## config.mk

```make
export PLATFORM = sky130hd
export DESIGN_NAME = c3s_pos
export DESIGN_NICKNAME = d
export VERILOG_FILES = /design/src/rtl/c3s_pkg.sv /design/src/rtl/c3s_pos.sv
export SDC_FILE = /design/constraint.sdc
export NUM_CORES = 1
export LEC_CHECK = 0
export ABC_AREA = 0
export BUFFER_PORTS_ARGS = -buffer_cell sky130_fd_sc_hd__buf_4
export CAP_MARGIN = 20
export CORE_MARGIN = 2
export CORE_UTILIZATION = 55
export DETAILED_ROUTE_END_ITERATION = 10
export PLACE_DENSITY = 0.78
export SLEW_MARGIN = 20
export SYNTH_ARGS = -nofsm -noshare
export SYNTH_HDL_FRONTEND = slang
export SYNTH_SLANG_ARGS = --single-unit
export TNS_END_PERCENT = 10
```

## constraint.sdc

```tcl
create_clock -name clk -period 4.9 [get_ports clk]
set_clock_uncertainty 0.2 [all_clocks]
set_input_delay 0.245 -clock clk [delete_from_list [all_inputs] [get_ports clk]]
set_output_delay 0.245 -clock clk [all_outputs]
set_load 0.02 [all_outputs]
```

## src/rtl/c3s_pkg.sv

```systemverilog
// Shared constants, types and register codes of the 3x3 smoothing filter.
package c3s_pkg;

  localparam int MAX_WIDTH   = 1024;
  localparam int KERNEL_SIZE = 3;

  localparam int PIX_W      = 8;
  localparam int WIDTH_W    = 11;
  localparam int HEIGHT_W   = 16;
  localparam int KROW_W     = 24;
  localparam int CFG_IDX_W  = 3;
  localparam int CFG_DATA_W = 24;

  localparam int COL_W = $clog2(MAX_WIDTH);
  localparam int ROW_W = HEIGHT_W + 1;
  localparam int CMP_W = (COL_W + 1 > WIDTH_W) ? COL_W + 1 : WIDTH_W;

  localparam int MIN_DIM    = 3;
  localparam int WIDTH_RST  = 512;
  localparam int HEIGHT_RST = 512;
  localparam logic [KROW_W-1:0] KROW_RST = 24'h010101;

  // arithmetic widths: pixel times coefficient, column sum, window sum
  localparam int PROD_W  = 2 * PIX_W + 1;
  localparam int CSUM_W  = PROD_W + 2;
  localparam int TOTAL_W = CSUM_W + 2;

  // divide by Kdiv through a reciprocal; sums at or above SAT_SUM clamp
  localparam int KDIV        = 9;
  localparam int PIX_MAX     = 255;
  localparam int SAT_SUM     = KDIV * (PIX_MAX + 1);
  localparam int RECIP_SHIFT = 16;
  localparam int RECIP       = (2 ** RECIP_SHIFT + KDIV - 1) / KDIV;
  localparam int RECIP_W     = $clog2(RECIP + 1);
  localparam int QIN_W       = $clog2(SAT_SUM);
  localparam int QPROD_W     = QIN_W + RECIP_W;

  typedef logic [KERNEL_SIZE-1:0][PIX_W-1:0] pix_col_t;
  typedef logic [KERNEL_SIZE-1:0][PIX_W-1:0] coef_col_t;
  typedef logic signed [CSUM_W-1:0]  csum_t;
  typedef logic signed [TOTAL_W-1:0] total_t;

  typedef struct packed {
    logic produce;
    logic border;
    logic last;
  } tag_t;

  typedef enum logic [CFG_IDX_W-1:0] {
    REG_WIDTH  = 3'd0,
    REG_HEIGHT = 3'd1,
    REG_K_TOP  = 3'd2,
    REG_K_MID  = 3'd3,
    REG_K_BOT  = 3'd4
  } cfg_idx_e;

endpackage

```

## src/rtl/c3s_pos.sv

```systemverilog
// Raster position tracker: classifies each input word and tags its output.
module c3s_pos (
  input  logic                           clk,
  input  logic                           rst_n,
  input  logic                           acc,
  input  logic                           flush,
  input  logic [c3s_pkg::PIX_W-1:0]      pixel,
  input  logic [c3s_pkg::WIDTH_W-1:0]    w,
  input  logic [c3s_pkg::HEIGHT_W-1:0]   h,
  input  logic                           restart,
  output logic                           take,
  output logic [c3s_pkg::PIX_W-1:0]      x,
  output logic [c3s_pkg::COL_W-1:0]      col,
  output c3s_pkg::tag_t                  tag
);

  logic [c3s_pkg::COL_W-1:0] col_r, col_nxt;
  logic [c3s_pkg::ROW_W-1:0] row_r, row_nxt;
  logic [c3s_pkg::ROW_W-1:0] orow, h_m1;
  logic [c3s_pkg::CMP_W-1:0] ocol, w_m1;
  logic                      drain, col_z, produce, border, last, col_wrap;

  always_comb begin
    drain    = row_r >= c3s_pkg::ROW_W'(h);
    take     = acc && (drain || !flush);
    x        = drain ? '0 : pixel;
    col_z    = col_r == '0;
    produce  = (row_r >= c3s_pkg::ROW_W'(2)) || (row_r == c3s_pkg::ROW_W'(1) && !col_z);
    h_m1     = c3s_pkg::ROW_W'(h) - c3s_pkg::ROW_W'(1);
    w_m1     = c3s_pkg::CMP_W'(w) - c3s_pkg::CMP_W'(1);
    // column zero emits the last pixel of the row before
    orow     = col_z ? row_r - c3s_pkg::ROW_W'(2) : row_r - c3s_pkg::ROW_W'(1);
    ocol     = col_z ? w_m1 : c3s_pkg::CMP_W'(col_r) - c3s_pkg::CMP_W'(1);
    border   = (orow == '0) || (orow >= h_m1) || (ocol == '0) || (ocol >= w_m1);
    last     = produce && (orow == h_m1) && (ocol == w_m1);
    col_wrap = c3s_pkg::CMP_W'(col_r) + c3s_pkg::CMP_W'(1) >= c3s_pkg::CMP_W'(w);

    tag.produce = take && produce;
    tag.border  = border;
    tag.last    = last;
    col         = col_r;

    col_nxt = col_r;
    row_nxt = row_r;
    if (restart) begin
      col_nxt = '0;
      row_nxt = '0;
    end else if (take) begin
      if (last) begin
        col_nxt = '0;
        row_nxt = '0;
      end else if (col_wrap) begin
        col_nxt = '0;
        row_nxt = row_r + c3s_pkg::ROW_W'(1);
      end else begin
        col_nxt = col_r + c3s_pkg::COL_W'(1);
      end
    end
  end

  always_ff @(posedge clk) begin
    if (!rst_n) begin
      col_r <= '0;
      row_r <= '0;
    end else begin
      col_r <= col_nxt;
      row_r <= row_nxt;
    end
  end

  // a flush word inside the picture must leave the position alone
  assert property (@(posedge clk) disable iff (!rst_n)
    (acc && !take && !restart) |=> ($stable(col_r) && $stable(row_r)))
    else $error("ignored flush word moved the raster position");

endmodule

```

==> results.txt, run 1 <==
number of distinct library cell variants in the gate-level netlist after synthesis: 64
number of nets with antenna violations after routing: 0
clock tree from TritonCTS: done
post-detailed-route DRC marker count: 0
number of top-level pins: 62
data arrival time of the critical path: 4.47 ns
routability congestion estimate from global placement: 0.909
number of filler cells placed in the layout: 694
sum of buffers and inverters on the critical path: 1
height of the die: 90.8 um
initial standard-cell utilization of the core: 56.9%
placed cell count: 680
Leak: 0.00210 uW
horizontal die dimension: 90.8 um
total via count in the routed design: 4,176
maximum fanout encountered on the critical timing path: 24
worst-case hold slack: 0.0938 ns
multi-input logic area: 3310 um2
FFs w/ async S/R, synth: 0%
Iter 0 DRT Violations: 306
most frequent cell after synthesis: sky130_fd_sc_hd__ha_1
fin cells: 684
type of the worst setup path: flip-flop to flip-flop
required time of the worst setup path: 4.90 ns
Clock power frac: 24.3%
Gate Count Post-Synth: 545
ordered cell list for the critical path: inv_1 > ha_1 > or4b_2 > nor3_2 > o21ai_0 > nor2_1 > nand2_1 > xnor2_1 > ha_1 > nand4_1 > nor2_1 > nand3_1 > nor3_4 > o21ai_4 > or4_1 > a21oi_1
crit path capture type: flip-flop
buffer levels on the longest clock path: 2
layout-stage area growth over the synthesis result: 12.4%
ys flop type: sky130_fd_sc_hd__dfxtp_1
slew at the pin closest to its max-slew limit: 0.898 ns
share of synthesized area occupied by flip-flops and latches: 13.0%
GRT Overall Usage: 26.0%
first-pass GRT wire length: 18,000 um
class of the worst hold path: primary input to flip-flop
maxcap violations: 0
net count of the finished layout: 691
switching part of the total power: 31.3%
total number of H-tree levels: 1
clock period minus final worst setup slack: 4.47 ns
worst max-slew margin expressed relative to the limit: 39.5%
Post-Syn Nets: 650
sequential share of power: 41.9%
cell type group with the largest total delay on the critical path: simple AND/OR/NAND/NOR gates
clock root cell: sky130_fd_sc_hd__clkbuf_8
largest cells by area after synthesis: sky130_fd_sc_hd__ha_1, sky130_fd_sc_hd__dfxtp_1, sky130_fd_sc_hd__xnor2_1
maximum operating frequency: 224 MHz
Detail Placement HPWL: 8780 um
mean number of vias per cell: 6.11
combinational share of power: 33.7%
first drt pass iteration count: 5
hold violation total from the final report: 0
Buffers on Ports: 61
number of antenna violations at the first check in global routing: 0
TNS Setup: 0 ns
hold buffer count at CTS: 0
area of the core: 7290 um2
unrepaired setup endpoints after global routing: false
Reg area: 541 um2
clock-pin slew reported for the worst setup and hold paths after clock tree synthesis: 0.09 ns
flop and latch count out of synthesis: 27
fin. max-slew vios: 0
share of the cycle needed by the critical path after routing: 91.2%
number of clock sinks: 27
cell at the slowest stage of the critical path: sky130_fd_sc_hd__or4b_2
WL per Instance: 15.7 um
count of final setup violators: 0
fraction of post-synthesis cell area in the top cell type by area: 19.6%
top cell types by occurrence after synthesis: sky130_fd_sc_hd__ha_1, sky130_fd_sc_hd__inv_1, sky130_fd_sc_hd__nor2_1
Internal: 361 uW
run status: complete, no violations
VDD IR-drop max: 0.143 mV
diode insertion count for antenna repair: 0
power dissipated by switching net loads: 164 uW
worst stage delay on the critical path: 0.63 ns
Detailed Route WL: 10,800 um
final standard cell utilization of the core: 63.9%
post-synthesis cell area: 4150 um2
warning count from the yosys run: 0
Post-synth EDFFs: 0
maximum number of pins on one net before global-route repair: 25
Overflow after GRT: 0
fraction of final layout cells with drive strength greater than 1: 14.4%
die area: 8250 um2
dominant cell type by area after synthesis: sky130_fd_sc_hd__ha_1
clock insertion delay at the later pin of the skew report: 0.27 ns
kind of start point of the critical path: flip-flop
pwr dens: 113 nW/um2
placement row count: 31
Synth Area per Inst: 7.61 um2
vias in the first global route: 3,847
clock buffer count from CTS: 3
## cells in the final DEF, fill, tap and decap left out, types with 4 or more instances in the layout
cell type,count
sky130_fd_sc_hd__or4_1,13
sky130_fd_sc_hd__xor2_1,21
sky130_fd_sc_hd__o21ai_0,18
sky130_fd_sc_hd__nor4_1,13
sky130_fd_sc_hd__and3_1,10
sky130_fd_sc_hd__nand4_1,21
sky130_fd_sc_hd__inv_1,41
sky130_fd_sc_hd__or3_1,10
sky130_fd_sc_hd__nor3_1,13
sky130_fd_sc_hd__and2_1,10
sky130_fd_sc_hd__a21o_1,12
sky130_fd_sc_hd__nor2b_1,8
sky130_fd_sc_hd__dfxtp_1,27
sky130_fd_sc_hd__nand2b_1,4
sky130_fd_sc_hd__buf_4,65
sky130_fd_sc_hd__nand2_1,29
sky130_fd_sc_hd__nand3_1,20
sky130_fd_sc_hd__nor2_1,37
sky130_fd_sc_hd__a21oi_1,32
sky130_fd_sc_hd__o31ai_1,11
sky130_fd_sc_hd__mux2i_1,4
sky130_fd_sc_hd__ha_1,65
sky130_fd_sc_hd__xnor2_1,31
sky130_fd_sc_hd__o2111ai_1,4
sky130_fd_sc_hd__o21a_1,7
## worst reg2reg max path: cells and delay by family, from the launching register on
kind	cells	cell delay [ns]
compound gates	3	0.56
flops	1	0.41
xor+xnor	1	0.16
simple gates	9	2.42
fa+ha+maj	2	0.52
buf+inv	1	0.13
## layout make-up
class | instances | share of cell area (%)
Sequential cell | 27 | 11.6
Clock buffer | 4 | 0.966
Inverter | 41 | 3.30
Multi-Input combinational cell | 448 | 71.0
Timing Repair Buffer | 65 | 10.5
Tap cell | 99 | 2.66
## metal layers
| layer | track usage, % | share of wire [%] | up-vias |
|---|---|---|---|
| met5 | 0 | 0 | - |
| met4 | 6.44 | 1.5 | 0 |
| met3 | 3.51 | 6.1 | 15 |
| met2 | 40.5 | 45 | 134 |
| met1 | 37.6 | 48 | 1943 |
| li1 | - | - | 2084 |
## repair_timing
item | in CTS | in global routing
setup buffers | 0 | 0
setup endpoints to repair | 0 | 4
resized for setup | 0 | 1
## worst paths after layout
| check | cells after the start | end | slack (ns) | startpoint |
|---|---|---|---|---|
| worst max-delay path | 16 | row_r[7]$_SDFFE_PP0P_ | 0.43 | col[0]$_SDFFE_PP0P_ |
| worst min-delay path | 3 | row_r[0]$_SDFFE_PP0P_ | 0.09 | rst_n |
| worst max register to register | 16 | row_r[7]$_SDFFE_PP0P_ | 0.43 | col[0]$_SDFFE_PP0P_ |
| worst min register to register | 2 | row_r[9]$_SDFFE_PP0P_ | 0.39 | row_r[9]$_SDFFE_PP0P_ |
## logic make-up (layout without fill, tap and decap cells)
logic type | Yosys count | after routing | share of synthesized area, %
fa+ha+maj | 65 | 65 | 19.6
mux | 5 | 5 | 1.24
flops | 27 | 27 | 13.0
buf+inv | 70 | 110 | 7.30
xor+xnor | 52 | 52 | 11.0
compound gates | 116 | 116 | 19.2
simple gates | 210 | 210 | 28.7
## metrics by stage
stage / area (um2) / setup slack, ns / power (uW)
after CTS: 4650 / 0.323 / 528
after floorplan: 4150 / 0.501 / 335
after global routing: 4660 / 0.146 / 561
after detailed placement: 4610 / 0.355 / 402
after global placement: 4610 / 0.575 / 396
final: 4660 / 0.433 / 526
## sequential cells by signal, summed over array words and instances (netlist names)
register	count
col	10
row_r	17
## power groups by stage
stage	clock [uW]	combinational (uW)	sequential, uW
detailed placement	0	176	226
floorplan	0	110	226
finish	128	177	220
CTS	131	177	220
global route	140	200	221
global placement	0	170	225
Power figures use the tool's default switching activity.
==> run 2: changes to the inputs <==
==> constraint.sdc (replaced) <==
create_clock -name clk -period 4.9 [get_ports clk]
set_clock_uncertainty 0.2 [all_clocks]
set_input_delay 0.49 -clock clk [delete_from_list [all_inputs] [get_ports clk]]
set_output_delay 0.49 -clock clk [all_outputs]
set_load 0.02 [all_outputs]
==> run 2 against run 1 <==
- utilization grew 1.3 points
- register-to-register slack is essentially flat
- flip-flop and latch count is the same
- final area grew 2.1%
- first-iteration DRC count grew 23%
- clock power is essentially flat
- count of clock-buffer cells in the layout is the same
- critical endpoint is now tag[1]
==> results.txt, run 2 (same netlist as run 1, synthesis figures left out) <==
Buffers on Ports: 61
clock root cell: sky130_fd_sc_hd__clkbuf_8
clock insertion delay at the later pin of the skew report: 0.27 ns
pwr dens: 112 nW/um2
switching part of the total power: 31.4%
diode insertion count for antenna repair: 0
number of nets with antenna violations after routing: 0
max FFs per register: 17
hold violation total from the final report: 0
type of the worst setup path: flip-flop to output port
placed cell count: 687
maximum operating frequency: 214 MHz
class of the worst hold path: primary input to flip-flop
fin. max-slew vios: 0
startpoint of the worst-slack reg-to-reg timing path: col[1]$_SDFFE_PP0P_
clock tree from TritonCTS: done
sequential share of power: 41.3%
initial standard-cell utilization of the core: 56.9%
Detailed Route WL: 11,200 um
Leak: 0.00217 uW
horizontal die dimension: 90.8 um
vias in the first global route: 4,058
WL per Instance: 16.1 um
crit path capture type: output port
placement row count: 31
maximum fanout encountered on the critical timing path: 8
fin cells: 697
VDD IR-drop max: 0.147 mV
maxcap violations: 0
number of clock sinks: 27
area of the core: 7290 um2
data arrival time of the critical path: 3.98 ns
count of final setup violators: 0
combinational share of power: 34.7%
overall power: 532 uW
clock-pin slew reported for the worst setup and hold paths after clock tree synthesis: 0.09 ns
critical hold path startpoint: rst_n
top register by number of flip-flops: row_r
fraction of final layout cells with drive strength greater than 1: 16.2%
power dissipated by switching net loads: 167 uW
mean number of vias per cell: 6.14
kind of start point of the critical path: flip-flop
Internal: 365 uW
Clock power frac: 24.0%
hold buffer count at CTS: 0
setup slack at placement: 0.260 ns
routability congestion estimate from global placement: 0.987
maximum number of pins on one net before global-route repair: 25
first-pass GRT wire length: 18,800 um
setup slack, reg-to-reg: 0.43 ns
total via count in the routed design: 4,281
Iter 0 DRT Violations: 377
height of the die: 90.8 um
clock buffer count from CTS: 3
final standard cell utilization of the core: 65.3%
slew at the pin closest to its max-slew limit: 0.861 ns
first drt pass iteration count: 5
GRT Overall Usage: 27.1%
worst-case hold slack: 0.350 ns
worst max-slew margin expressed relative to the limit: 42.0%
die area: 8250 um2
share of the cycle needed by the critical path after routing: 95.3%
leading cell types in the layout, fill and taps excluded: sky130_fd_sc_hd__buf_4, sky130_fd_sc_hd__ha_1, sky130_fd_sc_hd__inv_1
smallest setup slack after layout: 0.232 ns
buffer levels on the longest clock path: 2
run status: complete, no violations
net count of the finished layout: 704
post-detailed-route DRC marker count: 0
Detail Placement HPWL: 9100 um
number of antenna violations at the first check in global routing: 0
number of top-level pins: 62
source of the critical timing path: col[1]$_SDFFE_PP0P_
required time of the worst setup path: 4.21 ns
Overflow after GRT: 0
total number of H-tree levels: 1
most common cell after layout, fill and taps aside: sky130_fd_sc_hd__buf_4
layout-stage area growth over the synthesis result: 14.8%
clock period minus final worst setup slack: 4.67 ns
-- run 2: changes by cell type in the layout (fill, tap and decap cells not counted), sizes merged --
cell | before | now
buf | 65 | 78
-- run 2: worst paths after layout --
check / to / cells after the start
hold reg to reg: row_r[9]$_SDFFE_PP0P_ / 2
hold / removal: row_r[2]$_SDFFE_PP0P_ / 3
setup reg to reg: row_r[14]$_SDFFE_PP0P_ / 16
setup / recovery: tag[1] / 16
-- run 2: through the flow --
step / TNS [ns] / cell area, um2
2_1_floorplan: 0 / 4150
6_report: 0 / 4760
3_3_place_gp: 0 / 4660
3_5_place_dp: 0 / 4660
5_1_grt: -0.0510 / 4760
4_1_cts: 0 / 4710
-- run 2: power groups by stage --
stage                     Sequential [uW]  Combinational (uW)  Clock [uW]
after floorplan                       226                 110           0
after global placement                225                 172           0
after detailed placement              225                 179           0
after CTS                             220                 180         131
after global routing                  220                 206         140
final                                 220                 184         127
-- run 2: metal layers --
metal	share of wire (%)	vias up	GRT usage, %
met5	0	-	0
met4	1.0	0	5.56
met3	6.4	13	1.34
met2	47	156	45.5
met1	46	1998	38.4
li1	-	2114	-
-- run 2: worst max-delay path, cell delays in order, from the launching register on --
cell and delay, ns:
sky130_fd_sc_hd__dfxtp_1 0.39, sky130_fd_sc_hd__inv_1 0.09, sky130_fd_sc_hd__ha_1 0.21, sky130_fd_sc_hd__nor4b_2 0.36, sky130_fd_sc_hd__nand3_2 0.24, sky130_fd_sc_hd__mux2_2 0.32, sky130_fd_sc_hd__nand2_1 0.09, sky130_fd_sc_hd__nor4_1 0.30
sky130_fd_sc_hd__xor2_1 0.24, sky130_fd_sc_hd__ha_1 0.29, sky130_fd_sc_hd__a21o_1 0.19, sky130_fd_sc_hd__a21o_1 0.17, sky130_fd_sc_hd__a211oi_1 0.26, sky130_fd_sc_hd__a21oi_1 0.10, sky130_fd_sc_hd__nor3_1 0.18, sky130_fd_sc_hd__o31ai_1 0.12
sky130_fd_sc_hd__buf_4 0.17
-- run 2: final cells by class --
cell class / count / area, um2
inverter: 41 / 154
multi-input combinational: 448 / 3310
timing repair buffer: 78 / 586
tap: 99 / 124
sequential: 27 / 541
fill: 689 / 2530
clock buffer: 4 / 45.0
-- run 2: repair_timing --
action,CTS,global route
resized for setup,0,1
buffers inserted,0,6
endpoints found under the setup margin,0,8
