===== config.mk =====
export PLATFORM = sky130hd
export DESIGN_NAME = c3s_cell
export DESIGN_NICKNAME = d
export VERILOG_FILES = /design/src/rtl/c3s_pkg.sv /design/src/rtl/c3s_cell.sv
export SDC_FILE = /design/constraint.sdc
export NUM_CORES = 1
export LEC_CHECK = 0
export BUFFER_PORTS_ARGS = -buffer_cell sky130_fd_sc_hd__buf_2
export CORE_UTILIZATION = 25
export DETAILED_ROUTE_END_ITERATION = 6
export GPL_ROUTABILITY_DRIVEN = 0
export GPL_TIMING_DRIVEN = 0
export SKIP_CTS_REPAIR_TIMING = 1
export SYNTH_ARGS = -nofsm -noshare
export SYNTH_HDL_FRONTEND = slang
export SYNTH_SLANG_ARGS = --single-unit

===== constraint.sdc =====
create_clock -name clk -period 11.25 [get_ports clk]
set_input_delay 1.125 -clock clk [delete_from_list [all_inputs] [get_ports clk]]
set_output_delay 1.125 -clock clk [all_outputs]
set_load 0.01 [all_outputs]

===== src/rtl/c3s_pkg.sv =====
// Shared constants, types and register codes of the 3x3 smoothing filter.
package c3s_pkg;

  localparam int MAX_WIDTH   = 1024;
  localparam int KERNEL_SIZE = 3;

  localparam int PIX_W      = 8;
  localparam int WIDTH_W    = 11;
  localparam int HEIGHT_W   = 16;
  localparam int KROW_W     = 24;
  localparam int CFG_IDX_W  = 3;
  localparam int CFG_DATA_W = 24;

  localparam int COL_W = $clog2(MAX_WIDTH);
  localparam int ROW_W = HEIGHT_W + 1;
  localparam int CMP_W = (COL_W + 1 > WIDTH_W) ? COL_W + 1 : WIDTH_W;

  localparam int MIN_DIM    = 3;
  localparam int WIDTH_RST  = 512;
  localparam int HEIGHT_RST = 512;
  localparam logic [KROW_W-1:0] KROW_RST = 24'h010101;

  // arithmetic widths: pixel times coefficient, column sum, window sum
  localparam int PROD_W  = 2 * PIX_W + 1;
  localparam int CSUM_W  = PROD_W + 2;
  localparam int TOTAL_W = CSUM_W + 2;

  // divide by Kdiv through a reciprocal; sums at or above SAT_SUM clamp
  localparam int KDIV        = 9;
  localparam int PIX_MAX     = 255;
  localparam int SAT_SUM     = KDIV * (PIX_MAX + 1);
  localparam int RECIP_SHIFT = 16;
  localparam int RECIP       = (2 ** RECIP_SHIFT + KDIV - 1) / KDIV;
  localparam int RECIP_W     = $clog2(RECIP + 1);
  localparam int QIN_W       = $clog2(SAT_SUM);
  localparam int QPROD_W     = QIN_W + RECIP_W;

  typedef logic [KERNEL_SIZE-1:0][PIX_W-1:0] pix_col_t;
  typedef logic [KERNEL_SIZE-1:0][PIX_W-1:0] coef_col_t;
  typedef logic signed [CSUM_W-1:0]  csum_t;
  typedef logic signed [TOTAL_W-1:0] total_t;

  typedef struct packed {
    logic produce;
    logic border;
    logic last;
  } tag_t;

  typedef enum logic [CFG_IDX_W-1:0] {
    REG_WIDTH  = 3'd0,
    REG_HEIGHT = 3'd1,
    REG_K_TOP  = 3'd2,
    REG_K_MID  = 3'd3,
    REG_K_BOT  = 3'd4
  } cfg_idx_e;

endpackage


===== src/rtl/c3s_cell.sv =====
// Window column cell: holds three pixels, hands them left, forms its weighted column sum.
module c3s_cell (
  input  logic                clk,
  input  logic                rst_n,
  input  logic                en,
  input  logic                shift,
  input  c3s_pkg::pix_col_t   col_in,
  input  c3s_pkg::coef_col_t  coef,
  output c3s_pkg::pix_col_t   col_out,
  output c3s_pkg::csum_t      csum
);

  c3s_pkg::pix_col_t pix_r;
  logic signed [c3s_pkg::PROD_W-1:0] prod_r [c3s_pkg::KERNEL_SIZE];
  c3s_pkg::csum_t csum_r, csum_nxt;

  always_ff @(posedge clk) begin
    if (!rst_n) begin
      pix_r <= '0;
    end else if (shift) begin
      pix_r <= col_in;
    end
  end

  always_comb begin
    csum_nxt = '0;
    for (int i = 0; i < c3s_pkg::KERNEL_SIZE; i++) begin
      csum_nxt = csum_nxt + c3s_pkg::CSUM_W'(prod_r[i]);
    end
  end

  always_ff @(posedge clk) begin
    if (en) begin
      for (int i = 0; i < c3s_pkg::KERNEL_SIZE; i++) begin
        prod_r[i] <= c3s_pkg::PROD_W'($signed({1'b0, pix_r[i]}))
                   * c3s_pkg::PROD_W'($signed(coef[i]));
      end
      csum_r <= csum_nxt;
    end
  end

  assign col_out = pix_r;
  assign csum    = csum_r;

endmodule


==> results of run 1 <==
[synth_stat cells (15+ instances only)]
cell type,n,area share [%]
nor2_1,36,1.3
nand2_1,63,2.2
nand2b_1,15,0.88
nor2b_1,33,1.9
fa_1,129,24
o21ai_0,17,0.79
a21oi_1,32,1.5
inv_1,183,6.4
and2_1,122,7.1
dfxtp_1,24,4.5
mux2i_1,24,2.2
edfxtp_1,70,20
ha_1,146,17
xnor2_1,32,2.6
[where the power goes]
group          internal [mW]  leakage (nW)  switching, mW
combinational          0.451          4.81          0.601
clock                  0.157         0.146          0.153
sequential             0.515         0.892         0.0602
[cells in the final DEF (no fill, tap or decap), drive strengths merged, types with 9 or more instances in the layout]
cell type  netlist  layout
nor3             9       9
and2           122     122
nor2            36      36
nand2b          15      15
fa             129     129
nor2b           34      34
a21o             9       9
buf              2      95
clkbuf           6      15
nand2           63      63
edfxtp          70      70
o21a            10      10
mux2i           24      24
xor2            13      13
inv            183     187
a21oi           34      34
dfxtp           24      24
xnor2           32      32
ha             146     146
o21ai           20      20
[flip-flops by register name (all words and copies together) (netlist names)]
name	cells
prod_r	51
col_out	24
csum	19
[kinds of logic (layout without fill, tap and decap cells)]
kind of cell	count (synthesis)	in the layout	synth area share, %
buffers and inverters	191	300	6.71
XOR/XNOR	45	45	3.68
multiplexers	24	24	2.24
AND/OR/NAND/NOR	300	300	15.3
flip-flops	94	94	24.1
other	0	1	0
AO/OA/AOI/OAI	108	108	6.80
adder cells (fa/ha/maj)	275	275	41.2
[how the worst max path moves through the flow]
stage	to	slack (ps)	from
2_1_floorplan	prod_r[0][16]	6110	coef[7]
3_3_place_gp	prod_r[0][16]	5580	coef[7]
3_5_place_dp	prod_r[0][16]	5550	coef[7]
4_1_cts	prod_r[0][16]	5950	coef[7]
5_1_grt	prod_r[0][16]	5760	coef[7]
6_report	prod_r[0][16]	5990	coef[7]
[layer usage]
metal  vias up  part of all wire [%]
met5         -                 0.034
met4         2                   2.6
met3        29                   4.8
met2       120                    49
met1      3613                    44
li1       3589                     -
[critical path: stages]
cell,delay (ps)
buf_2,180
inv_1,170
fa_1,520
fa_1,520
inv_1,60
fa_1,530
inv_1,60
fa_1,470
inv_1,40
ha_1,320
o21a_4,240
o31a_1,130
or4_4,450
a211o_1,290
a21oi_2,150
xnor2_1,190
[area by class of cell]
cell class | instances | area, um2
well taps | 539 | 674
clock buffers | 9 | 225
inverters | 183 | 687
multi-input cells | 752 | 7410
flip-flops and latches | 94 | 2580
plain buffers | 8 | 31.3
fillers | 4377 | 30000
repair buffers | 93 | 468
diodes | 1 | 2.50
clock inverters | 7 | 71.3
[stage by stage]
stage / hold WS (ps) / setup WS [ps]
2_1_floorplan: 596 / 6110
3_3_place_gp: 656 / 5580
3_5_place_dp: 671 / 5550
4_1_cts: 684 / 5950
5_1_grt: 704 / 5760
6_report: 667 / 5990
==> reports/qor.yml, run 1 <==
run_status:
  outcome: "finished clean"
floorplanning:
  rows: 75
  core_area_mm2: 0.0421
  die_h_um: 209
  dieArea_mm2: 0.0437
  ios: 95
  die_x_um: 209
  start_util_pct: 25.4
clock_network:
  clk_latency_ps: 370
  clock-sinks: 94
  cts_max_level: 3
  cts_made_buffers: 9
  path_clk_slew_ps: 80
  cts_root_buf: "clkbuf_16"
  cts_tree: "built"
  cts_buffer_depth: 2
timing:
  fin_worst_skew_ps: 10.7
  setup-violations-final: 0
  finalCritPeriodShare_pct: 46.7
  worstMarginPinSlew_ps: 1030
  period_needed_ps: 5260
  max_freq_mhz: 190
  slew_violations: 0
  maxSlewHeadroom_pct: 31.4
  rsz0062_at_grt: "false"
  finalSetupTns_ps: 0
  hold_violations: 0
finish:
  drive_gt1_share_pct: 10.5
  area_delta_synth_final_pct: 13.5
  final_core_util_pct: 28.8
  layout.nets: 1468
  fin_area_mm2: 0.0121
  fin_cells: 1686
power_and_ir_drop:
  p_total_mw: 1.94
  p_per_area_mw_per_mm2: 159
  peakVddDrop_mv: 0.146
  p_leak_nw: 5.85
route:
  drc: 0
  routed_wl_um: 23400
  drt_iter0_drc: 288
  wl_per_cell_um: 13.9
  ant_nets: 0
  via_per_inst: 4.36
  first_pass_iters: 5
  num_vias: 7353
logic_synthesis:
  synth_edf_count: 70
  yosysWarnings: 0
  synthesis.nets: 1364
  ys_async_sr_fraction_pct: 0
  synth-seq-cells: 94
  synth_flop_cell: "edfxtp_1"
  syn_area_mm2: 0.0107
  synthCells: 1037
  ys_types: 51
  ys_seq_area_share_pct: 24.1
  syn_avg_cell_area_um2: 10.3
worst_setup_path:
  worstPathArrival_ps: 5430
  reg2reg_slack_ps: 6420
  path_max_fanout: 6
  reg2reg_depth: 15
  endpoint_kind: "flop"
  rr_endpoint: "prod_r[0][16]"
  worstReg2RegStart: "col_out[4]"
  cp-start-kind: "input pin"
  critPathRequiredTime_ps: 11420
  critical_path_class: "in2reg"
global_route:
  grt_use_met1_pct: 14.1
  grt.met2_usage_pct: 19.4
  antenna_found_initial: 2
  grt_max_degree: 71
  first_global_vias: 7703
  busiest_layer: "met2"
  grt_use_total_pct: 11.3
  overflow: 0
  met3_usage_pct: 2.09
  grt_pass1_wl_um: 38800
min_path:
  worstHoldStart: "col_out[0]"
  hp-class: "reg2reg"
  holdPathStages: 2
  hold_end: "col_out[0]"
job:
  drv_cap: 0
place:
  dpl.cell_count: 1669
  placed_area_mm2: 0.0118
  detailedPlacementHpwl_um: 19400
  io_buffers: 93
Note: power is estimated with default switching activity, not from simulation.
==> inputs of run 2 (changes only) <==
- clock period: 11.25 -> 4.3 ns (I/O delays scaled with it)
==> run 2 against run 1 <==
- sequential share of layout area down 0.21 points
- final area increased by 4.3%
- die area unchanged
- worst hold slack worse by 340 ps
- largest power group unchanged
- the run now ends with negative setup slack left
==> reports/qor.yml, run 2 (same netlist as run 1, synthesis figures left out) <==
run_status:
  outcome: "finished with violations"
  violations: "negative setup slack"
timing:
  finalCritPeriodShare_pct: 103
  max_freq_mhz: 225
  finalSetupTns_ps: -202
  period_needed_ps: 4440
  setup-violations-final: 2
  layout_setup_ws_ps: -142
  rsz0062_at_grt: "true"
  fin_worst_skew_ps: 9.83
  slew_violations: 0
  worstMarginPinSlew_ps: 996
  hold_violations: 0
  maxSlewHeadroom_pct: 33.6
worst_setup_path:
  cp_cell_sequence: "nand2_2 -> fa_1 -> fa_1 -> inv_1 -> fa_1 -> inv_2 -> fa_1 -> inv_2 -> ha_4 -> o21a_4 -> o31a_1 -> or4_4 -> a211o_1 -> a21oi_2 -> xnor2_2"
  worstPathArrival_ps: 4540
  cp_common_cell: "fa_1"
  worstReg2RegStart: "col_out[5]"
  endpoint_kind: "flop"
  reg2reg_depth: 15
  path_max_fanout: 8
  critical_path_class: "reg2reg"
  max_stage_delay_ps: 510
  cp.buffers_inverters: 3
  rr_endpoint: "prod_r[0][16]"
  cp-start-kind: "flop"
  slowest_stage: "fa_1"
  critPathRequiredTime_ps: 4400
  reg2reg_slack_ps: -140
  cp_top_family: "adder cells"
global_route:
  grt_use_total_pct: 11.2
  grt_max_degree: 71
  first_global_vias: 7723
  overflow: 0
  grt_pass1_wl_um: 38900
  antenna_found_initial: 0
route:
  via_per_inst: 4.37
  wl_per_cell_um: 13.9
  ant_nets: 0
  drt_iter0_drc: 383
  drc: 0
  routed_wl_um: 23900
  num_vias: 7529
  first_pass_iters: 5
power_and_ir_drop:
  peakVddDrop_mv: 0.327
  p_per_area_mw_per_mm2: 411
  p_leak_nw: 6.05
floorplanning:
  dieArea_mm2: 0.0437
  ios: 95
  die_x_um: 209
  core_area_mm2: 0.0421
  rows: 75
  start_util_pct: 25.4
  die_h_um: 209
min_path:
  worstHoldStart: "col_in[4]"
  hp-class: "in2reg"
  hold_end: "col_out[4]"
  holdPathStages: 3
finish:
  largest_reg_flops: 51
  drive_gt1_share_pct: 17.9
  final_core_util_pct: 30.1
  layout_commonest_cell: "inv_1"
  top_register: "prod_r"
  layout.nets: 1504
  final_cell_mix: "inv_1 (178), ha_1 (138), fa_1 (125)"
  area_delta_synth_final_pct: 18.4
clock_network:
  cts_tree: "built"
  cts_root_buf: "clkbuf_16"
  cts_made_buffers: 9
  cts_max_level: 3
  clk_latency_ps: 360
  clock-sinks: 94
  path_clk_slew_ps: 70
  cts_buffer_depth: 2
place:
  pre_cts_ws_ps: -568
  io_buffers: 93
  detailedPlacementHpwl_um: 19400
job:
  drv_cap: 0
[run 2: cell count changes in the layout (fill, tap and decap cells not counted), moves of 5 or more]
cell | before | now
dfxtp_4 | 0 | 22
ha_1 | 146 | 138
nand2_1 | 63 | 58
ha_4 | 0 | 7
buf_4 | 1 | 33
nand2_2 | 0 | 5
dfxtp_1 | 24 | 0
inv_1 | 183 | 178
o21ai_0 | 17 | 12
[run 2: metal layers]
layer | vias to the layer above | track usage, % | part of all wire (%)
met5 | - | 0 | 0
met4 | 0 | 4.36 | 2.8
met3 | 30 | 1.35 | 3.3
met2 | 120 | 19.3 | 49
met1 | 3717 | 14.4 | 45
li1 | 3662 | - | -
[run 2: worst max path at each step]
stage                     to  cells after the start       start  slack, ps
6_report       prod_r[0][16]                     15  col_out[5]       -140
3_5_place_dp   prod_r[0][16]                     16     coef[7]       -570
5_1_grt        prod_r[0][16]                     15  col_out[5]       -280
3_3_place_gp   prod_r[0][16]                     16     coef[7]       -540
2_1_floorplan  prod_r[0][16]                     15     coef[1]        -20
4_1_cts        prod_r[0][16]                     15  col_out[1]       -410
[run 2: power breakdown]
part | switching [mW] | internal (mW) | leakage, nW
combinational | 1.65 | 1.27 | 5.00
sequential | 0.151 | 1.35 | 0.907
clock | 0.390 | 0.401 | 0.140
total | 2.19 | 3.01 | 6.05
[run 2: stage by stage]
stage               power, mW  cell area [um2]  hold slack (ps)  std cells
floorplan                3.51            10700              542       1037
global placement         4.28            11900              593       1669
detailed placement       4.32            11900              604       1669
CTS                      5.15            12200              321       1685
global route             5.68            12700              323       1721
finish                   5.21            12700              328       1722
[run 2: cell type report]
type | count | area [um2]
Fill cell | 4314 | 29500
Multi-Input combinational cell | 752 | 7590
Sequential cell | 94 | 2670
Timing Repair Buffer | 129 | 743
Inverter | 183 | 691
Tap cell | 539 | 674
Clock buffer | 9 | 225
Clock inverter | 7 | 55.1
Buffer | 8 | 31.3
Antenna cell | 1 | 2.50
[run 2: worst reg2reg max path, cell delays in order, from the launching register on]
cell and delay (ps):
dfxtp_4 400, nand2_2 70, fa_1 500, fa_1 510, inv_1 50, fa_1 500, inv_2 40, fa_1 490
inv_2 50, ha_4 220, o21a_4 210, o31a_1 120, or4_4 450, a211o_1 290, a21oi_2 180, xnor2_2 100
==> inputs of run 3 (changes only) <==
- ABC_AREA: not set -> 1
- RECOVER_POWER: not set -> 50
==> run 3 against run 2 <==
- the flow now finishes without violations
- die area grew 5.4%
- final area increased by 0.82%
- power up 18%
- flip-flop and latch count unchanged
- clock skew rose by 2.2 ps
- critical path type unchanged
- worst setup slack improved by 280 ps
- worst hold slack lost 50 ps
==> reports/qor.yml, run 3 <==
route:
  drt_iter0_drc: 418
  drc: 0
  ant_nets: 0
  wl_per_cell_um: 12.3
  first_pass_iters: 5
  via_per_inst: 4.15
  routed_wl_um: 25500
  num_vias: 8590
job:
  drv_cap: 0
global_route:
  grt_pass1_wl_um: 42800
  grt_max_degree: 71
  overflow: 0
  grt_use_total_pct: 11.6
  first_global_vias: 8741
  antenna_found_initial: 1
worst_setup_path:
  endpoint_kind: "flop"
  critical_path_class: "reg2reg"
  cp.buffers_inverters: 4
  reg2reg_slack_ps: 140
  path_max_fanout: 9
  max_stage_delay_ps: 490
  cp-start-kind: "flop"
  rr_endpoint: "prod_r[0][33]"
  crit_path_end: "prod_r[0][33]"
  cp_num_cells: 16
  cp_cell_sequence: "clkbuf_4 -> or2_2 -> fa_1 -> fa_1 -> inv_1 -> fa_1 -> inv_1 -> fa_1 -> inv_1 -> ha_1 -> a21oi_2 -> nand2_2 -> nand4_1 -> nand3_1 -> nand2_1 -> nand2_1"
  worstPathArrival_ps: 4290
  cp_top_family: "adder cells"
  critPathRequiredTime_ps: 4430
  slowest_stage: "fa_1"
  cp_common_cell: "fa_1"
  worstReg2RegStart: "col_out[8]"
  crit_path_start: "col_out[8]"
  reg2reg_depth: 16
logic_synthesis:
  synth-seq-cells: 94
  synthTopCellsByCount: "inv_1 (349), nand2_1 (332), ha_1 (146)"
  yosys.area.top_type: "fa_1"
  synth_flop_cell: "edfxtp_1"
  yosysWarnings: 0
  syn_area_mm2: 0.0113
  synthesis.nets: 1722
  synth_edf_count: 70
  ys_seq_area_share_pct: 22.9
  yosys-top-cells-area: "fa_1 (23%), edfxtp_1 (19%), ha_1 (16%), inv_1 (12%), nand2_1 (11%)"
  synthCells: 1395
  syn_avg_cell_area_um2: 8.09
  yosysMostFrequentCell: "inv_1"
  ys_async_sr_fraction_pct: 0
  ys_types: 30
  synth.top_cell.area_share_pct: 22.9
place:
  io_buffers: 73
  detailedPlacementHpwl_um: 21500
  pre_cts_ws_ps: -290
floorplanning:
  core_area_mm2: 0.0444
  rows: 77
  dieArea_mm2: 0.0460
  ios: 95
  start_util_pct: 25.4
  die_h_um: 214
  die_x_um: 214
timing:
  period_needed_ps: 4160
  maxSlewHeadroom_pct: 41.4
  max_freq_mhz: 240
  layout_setup_ws_ps: 138
  rsz0062_at_grt: "true"
  finalCritPeriodShare_pct: 96.8
  worstMarginPinSlew_ps: 879
  fin_worst_skew_ps: 12.1
  whs_ps: 277
  slew_violations: 0
  setup-violations-final: 0
  hold_violations: 0
finish:
  final_core_util_pct: 28.8
  multi_input_area_mm2: 0.00724
  final_cell_mix: "inv_1 (349), nand2_1 (330), ha_1 (142)"
  layout_commonest_cell: "inv_1"
  top_register: "prod_r"
  diodes: 0
  seqCellArea_mm2: 0.00259
  layout.nets: 1800
  drive_gt1_share_pct: 10.1
  final.fill_count: 4707
  largest_reg_flops: 51
  area_delta_synth_final_pct: 13.2
power_and_ir_drop:
  p_total_mw: 6.15
  peakVddDrop_mv: 0.284
  p_leak_nw: 7.26
  p_per_area_mw_per_mm2: 481
clock_network:
  path_clk_slew_ps: 70
  cts_root_buf: "clkbuf_16"
  cts_max_level: 3
  clock-sinks: 94
  cts_buffer_depth: 2
  cts_tree: "built"
  clk_latency_ps: 370
  cts_made_buffers: 9
run_status:
  outcome: "finished clean"
min_path:
  hp-class: "in2reg"
==> run 3: per-layer routing <==
| layer | track usage, % | part of all wire (%) | up-vias |
|---|---|---|---|
| met5 | 0 | 0.047 | - |
| met4 | 3.50 | 1.9 | 2 |
| met3 | 2.20 | 3.7 | 23 |
| met2 | 20.0 | 49 | 154 |
| met1 | 14.7 | 46 | 4070 |
| li1 | - | - | 4341 |
==> run 3: area by class of cell <==
| class | instances | area share (%) |
|---|---|---|
| Buffer | 45 | 1.70 |
| Clock buffer | 9 | 1.76 |
| Multi-Input combinational cell | 898 | 56.6 |
| Clock inverter | 7 | 0.568 |
| Inverter | 352 | 10.4 |
| Timing Repair Buffer | 73 | 2.88 |
| Tap cell | 592 | 5.80 |
| Sequential cell | 94 | 20.2 |
==> run 3: cell families (layout without fill, tap and decap cells) <==
kind of cell             Yosys count  count (layout)  synth area share [%]
buffers and inverters            403             486                  13.4
flip-flops                        94              94                  22.9
XOR/XNOR                          32              32                  2.48
adder cells (fa/ha/maj)          275             275                  39.1
AND/OR/NAND/NOR                  498             498                  17.6
AO/OA/AOI/OAI                     93              93                  4.52
==> run 3: through the flow <==
stage	instance area [um2]	TNS, ps	instances
2_1_floorplan	11300	0	1395
3_3_place_gp	12400	-3150	2060
3_5_place_dp	12400	-4130	2060
4_1_cts	12700	-1880	2076
5_1_grt	12800	-44.6	2070
6_report	12800	0	2070
==> run 3: worst min-delay path, stage by stage <==
cell and delay [ps]:
buf_2 80, nor2_1 30, nor2_1 80
==> run 3: power breakdown <==
| part | total, mW | internal [mW] | switching (mW) |
|---|---|---|---|
| sequential | 1.54 | 1.41 | 0.127 |
| clock | 0.828 | 0.453 | 0.376 |
| combinational | 3.78 | 1.39 | 2.39 |
==> run 3: worst min-delay path by stage <==
stage / startpoint / end / depth (start not counted)
6_report: col_in[18] / col_out[18] / 3
5_1_grt: col_in[11] / col_out[11] / 3
4_1_cts: col_in[18] / col_out[18] / 3
2_1_floorplan: en / csum[0] / 0
3_5_place_dp: col_in[7] / col_out[7] / 3
3_3_place_gp: col_in[19] / col_out[19] / 3
